**src/rtl/rtti_pkg.sv**
```systemverilog
// shared types and constants for the radix text-to-integer unit
package rtti_pkg;

  localparam int unsigned CHAR_W      = 8;
  localparam int unsigned VALUE_W     = 32;
  localparam int unsigned RADIX_W     = 5;
  localparam int unsigned DIGIT_W     = 4;
  localparam int unsigned QUEUE_DEPTH = 4;

  localparam logic [RADIX_W-1:0] RADIX_RESET = 5'd10;
  localparam logic [RADIX_W-1:0] RADIX_MIN   = 5'd2;
  localparam logic [RADIX_W-1:0] RADIX_MAX   = 5'd16;

  localparam logic [CHAR_W-1:0] CH_SPACE = 8'h20;
  localparam logic [CHAR_W-1:0] CH_TAB   = 8'h09;
  localparam logic [CHAR_W-1:0] CH_CR    = 8'h0d;
  localparam logic [CHAR_W-1:0] CH_PLUS  = 8'h2b;
  localparam logic [CHAR_W-1:0] CH_MINUS = 8'h2d;
  localparam logic [CHAR_W-1:0] CH_ZERO  = 8'h30;
  localparam logic [CHAR_W-1:0] CH_NINE  = 8'h39;
  localparam logic [CHAR_W-1:0] CH_UA    = 8'h41;
  localparam logic [CHAR_W-1:0] CH_UF    = 8'h46;
  localparam logic [CHAR_W-1:0] CH_LA    = 8'h61;
  localparam logic [CHAR_W-1:0] CH_LF    = 8'h66;
  localparam logic [DIGIT_W-1:0] LETTER_BASE = 4'd10;

  typedef enum logic [2:0] {
    KIND_SPACE,
    KIND_MINUS,
    KIND_PLUS,
    KIND_DIGIT,
    KIND_OTHER
  } char_kind_t;

  typedef enum logic [1:0] {
    PH_SKIP,
    PH_DIGITS,
    PH_DONE
  } phase_t;

  typedef struct packed {
    char_kind_t           kind;
    logic [DIGIT_W-1:0]   digit;
    logic [RADIX_W-1:0]   radix;
    logic                 radix_ok;
    logic                 last;
  } entry_t;

endpackage

```
**src/rtl/radix_text_to_integer_unit.sv**
```systemverilog
// top level of the radix text-to-integer unit
//
// characters enter one per transaction on in_character with in_last_char
// marking the final one; one signed 32-bit result leaves on out_value per
// text, after its final character. cfg_we with cfg_wdata sets the radix
// (2..16 valid, anything else gives zero), reset value 10; write it only
// while no text is in flight.
// a transaction is taken when valid is high and stall is low on a channel.
// throughput: one character per cycle while in_stall is low, sustained by
// one 32x5 multiply-add per cycle in the back end.
// a final character waits in the queue behind any characters ahead of it;
// the back end then pops it and registers its result in out_value.
// in_stall rises only when the queue between front and back end is full;
// a stalled result holds in the output register while further characters
// are taken and non-final ones still parsed; a final one waits at the head.
// synchronous active-low reset clears the parse state, the queue, the
// output valid and sets the radix back to 10.
module radix_text_to_integer_unit
  import rtti_pkg::*;
#(
  parameter int unsigned QUEUE_DEPTH_P = QUEUE_DEPTH
) (
  input  logic                      clk,
  input  logic                      rst_n,
  input  logic                      cfg_we,
  input  logic [RADIX_W-1:0]        cfg_wdata,
  input  logic                      in_valid,
  output logic                      in_stall,
  input  logic [CHAR_W-1:0]         in_character,
  input  logic                      in_last_char,
  output logic                      out_valid,
  input  logic                      out_stall,
  output logic signed [VALUE_W-1:0] out_value
);

  logic [RADIX_W-1:0] radix_r;
  entry_t             front_entry;
  entry_t             head_entry;
  logic               q_full;
  logic               q_push;
  logic               q_pop;
  logic               head_valid;

  always_ff @(posedge clk) begin
    if (!rst_n) begin
      radix_r <= RADIX_RESET;
    end else if (cfg_we) begin
      radix_r <= cfg_wdata;
    end
  end

  assign in_stall = q_full;
  assign q_push   = in_valid && !q_full;

  rtti_front u_front (
    .in_character (in_character),
    .in_last_char (in_last_char),
    .radix        (radix_r),
    .entry        (front_entry)
  );

  rtti_queue #(
    .DEPTH (QUEUE_DEPTH_P)
  ) u_queue (
    .clk        (clk),
    .rst_n      (rst_n),
    .push       (q_push),
    .push_entry (front_entry),
    .full       (q_full),
    .pop        (q_pop),
    .head_valid (head_valid),
    .head_entry (head_entry)
  );

  rtti_back u_back (
    .clk        (clk),
    .rst_n      (rst_n),
    .head_valid (head_valid),
    .head_entry (head_entry),
    .pop        (q_pop),
    .out_valid  (out_valid),
    .out_stall  (out_stall),
    .out_value  (out_value)
  );

endmodule

```
**src/rtl/rtti_front.sv**
```systemverilog
// front end: accepts characters and classifies them into queue entries
module rtti_front
  import rtti_pkg::*;
(
  input  logic [CHAR_W-1:0]  in_character,
  input  logic               in_last_char,
  input  logic [RADIX_W-1:0] radix,
  output entry_t             entry
);

  logic               radix_ok;
  logic [DIGIT_W-1:0] digit;
  logic               is_hex;

  always_comb begin
    radix_ok = (radix >= RADIX_MIN) && (radix <= RADIX_MAX);
    is_hex   = 1'b1;
    digit    = '0;
    if ((in_character >= CH_ZERO) && (in_character <= CH_NINE)) begin
      digit = DIGIT_W'(in_character - CH_ZERO);
    end else if ((in_character >= CH_LA) && (in_character <= CH_LF)) begin
      digit = DIGIT_W'(in_character - CH_LA) + LETTER_BASE;
    end else if ((in_character >= CH_UA) && (in_character <= CH_UF)) begin
      digit = DIGIT_W'(in_character - CH_UA) + LETTER_BASE;
    end else begin
      is_hex = 1'b0;
    end
  end

  always_comb begin
    entry.digit    = digit;
    entry.radix    = radix;
    entry.radix_ok = radix_ok;
    entry.last     = in_last_char;
    if ((in_character == CH_SPACE) ||
        ((in_character >= CH_TAB) && (in_character <= CH_CR))) begin
      entry.kind = KIND_SPACE;
    end else if (in_character == CH_MINUS) begin
      entry.kind = KIND_MINUS;
    end else if (in_character == CH_PLUS) begin
      entry.kind = KIND_PLUS;
    end else if (is_hex && radix_ok && ({1'b0, digit} < radix)) begin
      entry.kind = KIND_DIGIT;
    end else begin
      entry.kind = KIND_OTHER;
    end
  end

endmodule

```
**src/rtl/rtti_queue.sv**
```systemverilog
// short queue of classified characters between front and back end
module rtti_queue
  import rtti_pkg::*;
#(
  parameter int unsigned DEPTH = QUEUE_DEPTH
) (
  input  logic   clk,
  input  logic   rst_n,
  input  logic   push,
  input  entry_t push_entry,
  output logic   full,
  input  logic   pop,
  output logic   head_valid,
  output entry_t head_entry
);

  localparam int unsigned PTR_W = (DEPTH > 1) ? $clog2(DEPTH) : 1;
  localparam int unsigned CNT_W = $clog2(DEPTH + 1);

  entry_t             mem_r [DEPTH];
  logic [PTR_W-1:0]   wr_ptr_r, wr_ptr_nxt;
  logic [PTR_W-1:0]   rd_ptr_r, rd_ptr_nxt;
  logic [CNT_W-1:0]   count_r, count_nxt;

  assign full       = (count_r == CNT_W'(DEPTH));
  assign head_valid = (count_r != '0);
  assign head_entry = mem_r[rd_ptr_r];

  always_comb begin
    wr_ptr_nxt = wr_ptr_r;
    rd_ptr_nxt = rd_ptr_r;
    count_nxt  = count_r;
    if (push) begin
      wr_ptr_nxt = (wr_ptr_r == PTR_W'(DEPTH - 1)) ? '0 : wr_ptr_r + 1'b1;
    end
    if (pop) begin
      rd_ptr_nxt = (rd_ptr_r == PTR_W'(DEPTH - 1)) ? '0 : rd_ptr_r + 1'b1;
    end
    if (push && !pop) begin
      count_nxt = count_r + 1'b1;
    end else if (pop && !push) begin
      count_nxt = count_r - 1'b1;
    end
  end

  always_ff @(posedge clk) begin
    if (!rst_n) begin
      wr_ptr_r <= '0;
      rd_ptr_r <= '0;
      count_r  <= '0;
    end else begin
      wr_ptr_r <= wr_ptr_nxt;
      rd_ptr_r <= rd_ptr_nxt;
      count_r  <= count_nxt;
    end
  end

  always_ff @(posedge clk) begin
    if (push) begin
      mem_r[wr_ptr_r] <= push_entry;
    end
  end

endmodule

```
**src/rtl/rtti_back.sv**
```systemverilog
// back end: parse state, digit multiply-add and result register
module rtti_back
  import rtti_pkg::*;
(
  input  logic                      clk,
  input  logic                      rst_n,
  input  logic                      head_valid,
  input  entry_t                    head_entry,
  output logic                      pop,
  output logic                      out_valid,
  input  logic                      out_stall,
  output logic signed [VALUE_W-1:0] out_value
);

  phase_t                      phase_r, phase_nxt, phase_step;
  logic [VALUE_W-1:0]          acc_r, acc_nxt, acc_step;
  logic                        neg_r, neg_nxt, neg_step;
  logic                        out_valid_r, out_valid_nxt;
  logic signed [VALUE_W-1:0]   out_value_r, out_value_nxt;
  logic [VALUE_W-1:0]          prod;
  logic [VALUE_W-1:0]          acc_digit;
  logic                        out_free;

  assign out_free  = !out_valid_r || !out_stall;
  assign pop       = head_valid && (!head_entry.last || out_free);
  assign out_valid = out_valid_r;
  assign out_value = out_value_r;

  assign prod      = acc_r * VALUE_W'(head_entry.radix);
  assign acc_digit = prod + VALUE_W'(head_entry.digit);

  // next state of the parse for the character at the queue head
  always_comb begin
    phase_step = phase_r;
    acc_step   = acc_r;
    neg_step   = neg_r;
    case (phase_r)
      PH_SKIP: begin
        case (head_entry.kind)
          KIND_SPACE: phase_step = PH_SKIP;
          KIND_MINUS: begin
            neg_step   = 1'b1;
            phase_step = PH_DIGITS;
          end
          KIND_PLUS:  phase_step = PH_DIGITS;
          KIND_DIGIT: begin
            acc_step   = acc_digit;
            phase_step = PH_DIGITS;
          end
          default:    phase_step = PH_DONE;
        endcase
      end
      PH_DIGITS: begin
        if (head_entry.kind == KIND_DIGIT) begin
          acc_step = acc_digit;
        end else begin
          phase_step = PH_DONE;
        end
      end
      default: phase_step = phase_r;
    endcase
  end

  always_comb begin
    phase_nxt = phase_r;
    acc_nxt   = acc_r;
    neg_nxt   = neg_r;
    if (pop) begin
      if (head_entry.last) begin
        phase_nxt = PH_SKIP;
        acc_nxt   = '0;
        neg_nxt   = 1'b0;
      end else begin
        phase_nxt = phase_step;
        acc_nxt   = acc_step;
        neg_nxt   = neg_step;
      end
    end
  end

  always_comb begin
    out_valid_nxt = out_valid_r && out_stall;
    out_value_nxt = out_value_r;
    if (pop && head_entry.last) begin
      out_valid_nxt = 1'b1;
      if (!head_entry.radix_ok) begin
        out_value_nxt = '0;
      end else if (neg_step) begin
        out_value_nxt = VALUE_W'('0 - acc_step);
      end else begin
        out_value_nxt = acc_step;
      end
    end
  end

  always_ff @(posedge clk) begin
    if (!rst_n) begin
      phase_r     <= PH_SKIP;
      acc_r       <= '0;
      neg_r       <= 1'b0;
      out_valid_r <= 1'b0;
    end else begin
      phase_r     <= phase_nxt;
      acc_r       <= acc_nxt;
      neg_r       <= neg_nxt;
      out_valid_r <= out_valid_nxt;
    end
  end

  always_ff @(posedge clk) begin
    out_value_r <= out_value_nxt;
  end

endmodule
```
**config.mk**
```make
export PLATFORM = sky130hd
export DESIGN_NAME = radix_text_to_integer_unit
export DESIGN_NICKNAME = d
export VERILOG_FILES = /design/src/rtl/rtti_pkg.sv /design/src/rtl/radix_text_to_integer_unit.sv /design/src/rtl/rtti_front.sv /design/src/rtl/rtti_queue.sv /design/src/rtl/rtti_back.sv
export SDC_FILE = /design/constraint.sdc
export NUM_CORES = 1
export LEC_CHECK = 0
export ABC_CLOCK_PERIOD_IN_PS = 7400
export BUFFER_PORTS_ARGS = -buffer_cell sky130_fd_sc_hd__buf_2
export CAP_MARGIN = 25
export CORE_ASPECT_RATIO = 1.1
export CORE_MARGIN = 2
export CORE_UTILIZATION = 55
export CTS_CLUSTER_DIAMETER = 30
export DETAILED_ROUTE_END_ITERATION = 8
export PLACE_DENSITY = 0.82
export RECOVER_POWER = 50
export SYNTH_ARGS = -nofsm -noshare
export SYNTH_HDL_FRONTEND = slang
export SYNTH_SLANG_ARGS = --single-unit
```
**constraint.sdc**
```tcl
create_clock -name clk -period 7.4 [get_ports clk]
set_clock_uncertainty 0.1 [all_clocks]
set_input_delay 2.22 -clock clk [delete_from_list [all_inputs] [get_ports clk]]
set_output_delay 2.22 -clock clk [all_outputs]
set_load 0.01 [all_outputs]
```
Word level (Yosys, flattened, before mapping)
Memories as Yosys holds them, arrays and structs flattened. A register that Yosys moved wholly into a read port is not among the register bits.
Cells that the tools add are included.
Widths: inputs -> output; s select.
Cells by class
  add/subtract/negate cells: 11
  multipliers: 1
  order comparisons: 11
  divide/modulo/power cells: 0
  shift operators: 0
  equal/unequal tests: 11
  reduce and logical (&&, ||, !) cells: 30
  bitwise operators: 0
  muxes and demuxes: 30
Operators by type and width (count)
  $mux 32: 4
  $add 32x4->32: 1
  $mul 32x5->32: 1
  $sub 1x32->32 const A: 1
  $eq 8x6->1 const B: 3
  $mux 3: 6
  $ge 8x7->1 const B: 2
  $le 8x7->1 const B: 2
  $logic_and 1x1->1: 13
  $mux 2: 6
  $mux 4: 3
  $sub 4x1->4 const B: 3
  $mux 1: 9
  $add 4x4->4 const B: 2
  $ge 8x4->1 const B: 1
  $ge 8x6->1 const B: 1
  $le 8x4->1 const B: 1
  $le 8x6->1 const B: 1
  $pmux 2 s2: 2
  $eq 3x2->1 const B: 2
  $logic_not 1->1: 6
  $reduce_bool 3->1: 2
  $ge 5x2->1 const B: 1
  $le 5x5->1 const B: 1
  16 further kinds: 20
Word-level totals
  RAM bits: 56
  bits in read-only memories: 0
  latch bits: 0
  logic and storage cells: 104
  output and inout bits: 34
  flip-flop bits (word level): 80
  memories kept: 1
Memory list
  u_queue.mem_r: depth 4, width 14, read ports 1, clocked after memory_dff 1, wr ports 1, line rtti_queue.sv:20  | entry_t mem_r [DEPTH];

Logic depth before layout (Yosys ltp)
  depth after elaboration: 11
  gate-level depth with buffers: 24
  mapped depth without buffers: 20

Cells and area by module
From an unflattened synthesis, not the netlist that was laid out.
Second synthesis, totals
  cell total of the unflattened synthesis: 1328
  area total of the unflattened synthesis: 12528.3 µm²
Modules (own cells, without submodules)
  rtti_back: cells an instance 1134, times used 1, area an instance 9361.5 µm²
  rtti_queue: cells an instance 117, times used 1, area an instance 2507.4 µm²
  rtti_front: cells an instance 60, times used 1, area an instance 465.4 µm²
  radix_text_to_integer_unit: cells an instance 17, times used 1, area an instance 193.9 µm²

Least setup slack after synthesis
OpenSTA, ideal clock, no wires.
  path kind: register to register
  start: register (tool-made name)
  end: register u_back.out_value_r[31], in the netlist u_back.out_value[31] (data pin)
  path buffers: 5
  arrival: 6.546 ns
  setup slack: 0.488 ns
  stages on the path, launching flop included: 24
  data required time: 7.034 ns
  cells stage by stage: dfxtp_1 > buf_6 > clkbuf_1 > mux4_2 > clkbuf_1 > clkbuf_1 > and2_1 > fa_1 > fa_1 > inv_1 > fa_1 > inv_1 > ha_1 > buf_2 > nand2_1 > or4_1 > a22o_1 > o31ai_1 > xor2_1 > and2_1 > or4bb_1 > o41ai_2 > xor2_1 > nor2_1
RTL lines
  to (signal assigned): line rtti_back.sv:111  | out_value_r <= out_value_nxt;
  to (decl): line rtti_back.sv:19  | logic signed [VALUE_W-1:0] out_value_r, out_value_nxt;

==> metrics <==
io pins 53; antenna cells 0; failing checks capacitance limit, slew limit; vias in the first global route between 9,000 and 10,000; Final ANT Viol Nets 0; Flop pwr share between 30% and 40%; TritonCTS clock tree built; Avg Cell Area, Syn approximately 9.3 um^2; syn nets 1,484; final hold slack a little over 0.4 ns; drt pass-1 iters 6; Comb power frac 37.6%; CP most frequent cell fa_1; NumNets Final between 1,500 and 2,000; Power Internal roughly 1800 uW; Pwr Density about 230 nW/um^2; die width between 100 and 150 um; IO buf count between 50 and 60; Seq cells post-synth between 100 and 150; Routed WL between 20 and 30 mm; Area Growth Syn to Fin 9.160%; drt wl/cell 17.44 um; deepest clock path buffer count 2; DR iter-0 viols ~1,100; clk sink count roughly 140; grt ovf 0; FMAX 142.0 MHz; Cell Area, Synth between 10,000 and 15,000 um^2; Num CTS Buffers 17; Via density a little under 6; Max stage delay cell, worst path mux4_2; RSZ-0062 raised after global routing false; slew at the pin closest to its max-slew limit 2.039 ns; die height approximately 160 um; Critical path buffers and inverters 2; total of max-cap violations 1; Period minus WS final 7.043 ns; status complete, but fails checks; Async S/R FF share, synth 0%; count of cell types in the netlist 71; sw frac a little over two fifths; Post-synth EDFFs between 80 and 90; total negative slack 0 ns; synth warn 0; most frequent cells in the layout inv_1 (166), and2_1 (159), nand2_1 (89), edfxtp_1 (88), fa_1 (87); Final Max Tran Viols 48; Final period util a little over nine tenths; Hold Vio Cnt, Final 0; Max VDD drop 0.0001802 V; first-pass GRT wire length roughly 47 mm; critical path arrival 7.12 ns; Setup CP Type reg2reg; antenna violations before repair 0; clock network power share between 20 and 30%; fillers approximately 1,700; LEAKAGE 0.005596 uW; worst-path fanout max 30; Site Rows between 50 and 60; met3 WL 2.180 mm; Skew-Pair Late Insertion Delay between 0.4 and 0.5 ns; Via Count between 9,000 and 10,000; share of layout cells above drive strength 1 7.143%; Setup Viol. Count Final 0; DR top layer met4; core area 21,510 um^2; area of the die between 20,000 and 25,000 um^2; Synth Flop Type edfxtp_1; HP Class reg2reg; CTS root buf clkbuf_16; P_sw about 1300 uW; Critical Path Sink Type flip-flop; DRC errors left 0; total power a little over 3000 uW; area occupied by multi-input gates 7662 um^2; CP Launch Type flip-flop; dpl hpwl 20.84 mm; pin count of the biggest net entering global routing 48; GPL Wtd Cong roughly 0.93; Tot GR Track Use ~25%; clock slew at reported path FFs ~0.070 ns; Syn Inst Count ~1,300; FF/Latch Area about 3600 um^2; WP data required between 7 and 8 ns; most common cell after layout, fill and taps aside inv_1; critical-path cell list mux4_2 -> and2_1 -> fa_1 -> fa_1 -> inv_1 -> fa_1 -> inv_1 -> ha_1 -> a21oi_1 -> o21a_1 -> nor2_1 -> a211o_1 -> o21ai_1 -> a211oi_1 -> a221o_1 -> or4bb_1 -> o41ai_2 -> xor2_1 -> nor2_1; M1 WL about 12 mm; post-synthesis sequential area ratio 30.04%; H-Tree Depth 4; kind of cell adding the most delay to the critical path compound AO/OA/AOI/OAI gates; Initial Utilization approximately 56%; max_slew headroom -35.94%; Routed met2 length 13.71 mm; largest stage delay on the critical path between 0.8 and 0.9 ns
## synth_stat cells (8+ instances only)
master	n	area [um^2]
clkbuf_1	49	183.9
xor2_1	22	192.7
nor3_1	27	135.1
o211ai_1	9	67.56
a211oi_1	9	67.56
a21oi_1	63	315.3
nand2_1	89	334.1
nor2b_1	33	206.5
o21ai_0	51	255.2
or3_1	9	56.30
inv_1	166	623.1
mux4_2	13	292.8
mux2i_1	20	200.2
nand3_1	20	100.1
edfxtp_1	88	2643
a22oi_1	22	165.2
and2_1	163	1020
a21o_1	10	75.07
ha_1	76	950.9
o31ai_1	8	60.06
fa_1	87	1742
xnor2_1	28	245.2
a31oi_1	10	62.56
nor2_1	73	274.0
dfxtp_1	50	1001
## worst min-delay path, stage by stage, from the launching register on
cell,delay [ns]
dfxtp_1,0.33
nand2_1,0.07
a21boi_0,0.07
## metrics by stage
| stage | cells | setup WS (ns) | cell area, um^2 | utilization [%] |
|---|---|---|---|---|
| 2_1_floorplan | 1302 | 0.4876 | 12130 | - |
| 3_3_place_gp | 1602 | 0.4548 | 12660 | 58.85 |
| 3_5_place_dp | 1602 | 0.2863 | 12660 | 58.85 |
| 4_1_cts | 1634 | 0.2435 | 13270 | 61.69 |
| 5_1_grt | 1634 | 0.02763 | 13240 | 61.55 |
| 6_report | 1634 | 0.3569 | 13240 | 61.55 |
## power groups by stage
stage	Clock (uW)	Combinational [uW]	Sequential [uW]
2_1_floorplan	0	747	1070
3_3_place_gp	0	1130	1050
3_5_place_dp	0	1160	1060
4_1_cts	891	1170	1040
5_1_grt	924	1260	1060
6_report	880	1160	1050
## kinds of logic (layout without fill, tap and decap cells)
| logic type | count (synthesis) | after routing | synth area share, % |
|---|---|---|---|
| flip-flops | 138 | 138 | 30.04 |
| adder cells (fa/ha/maj) | 163 | 163 | 22.20 |
| AO/OA/AOI/OAI | 231 | 231 | 12.31 |
| multiplexers | 34 | 34 | 4.157 |
| buffers and inverters | 224 | 266 | 7.046 |
| XOR/XNOR | 50 | 50 | 3.610 |
| AND/OR/NAND/NOR | 462 | 462 | 20.64 |
## per-layer routing
layer	vias to the layer above	GRT usage, %
li1	4469	-
met1	4606	32.39
met3	71	4.000
met2	387	43.28
met5	-	0
met4	0	8.734
## area by class of cell
type                            instances  share of cell area [%]
Timing Repair Buffer                   68                   2.542
Tap cell                              290                   2.741
Clock buffer                           17                   3.213
Inverter                              166                   4.706
Multi-Input combinational cell        940                   57.87
Clock inverter                         15                   1.408
Sequential cell                       138                   27.52
## repair_timing
item                                    in CTS  in global routing
endpoints found under the setup margin       0                  4
setup buffers                                0                  0
hold buffers                                 0                  0
resized for setup                            0                  4
endpoints found under the hold margin        0                  0
## worst paths after layout
check / from / end / slack [ns] / depth (start not counted)
worst max-delay path: flip-flop / u_back.out_value[31] / 0.36 / 19
worst min-delay path: u_back.out_valid / u_back.out_valid / 0.41 / 2
worst max register to register: flip-flop / u_back.out_value[31] / 0.36 / 19
worst min register to register: u_back.out_valid / u_back.out_valid / 0.41 / 2
## flip-flops by register name (all words and copies together) (netlist names), named ones only
register / count
u_queue.count_r: 3
u_back.phase_r: 2
u_queue.wr_ptr_r: 2
u_back.out_valid: 1
u_back.acc_r: 32
u_queue.rd_ptr_r: 2
u_back.neg_r: 1
radix_r: 5
u_queue.mem_r: 56
u_back.out_value: 32
(Power assumes the default switching activity.)
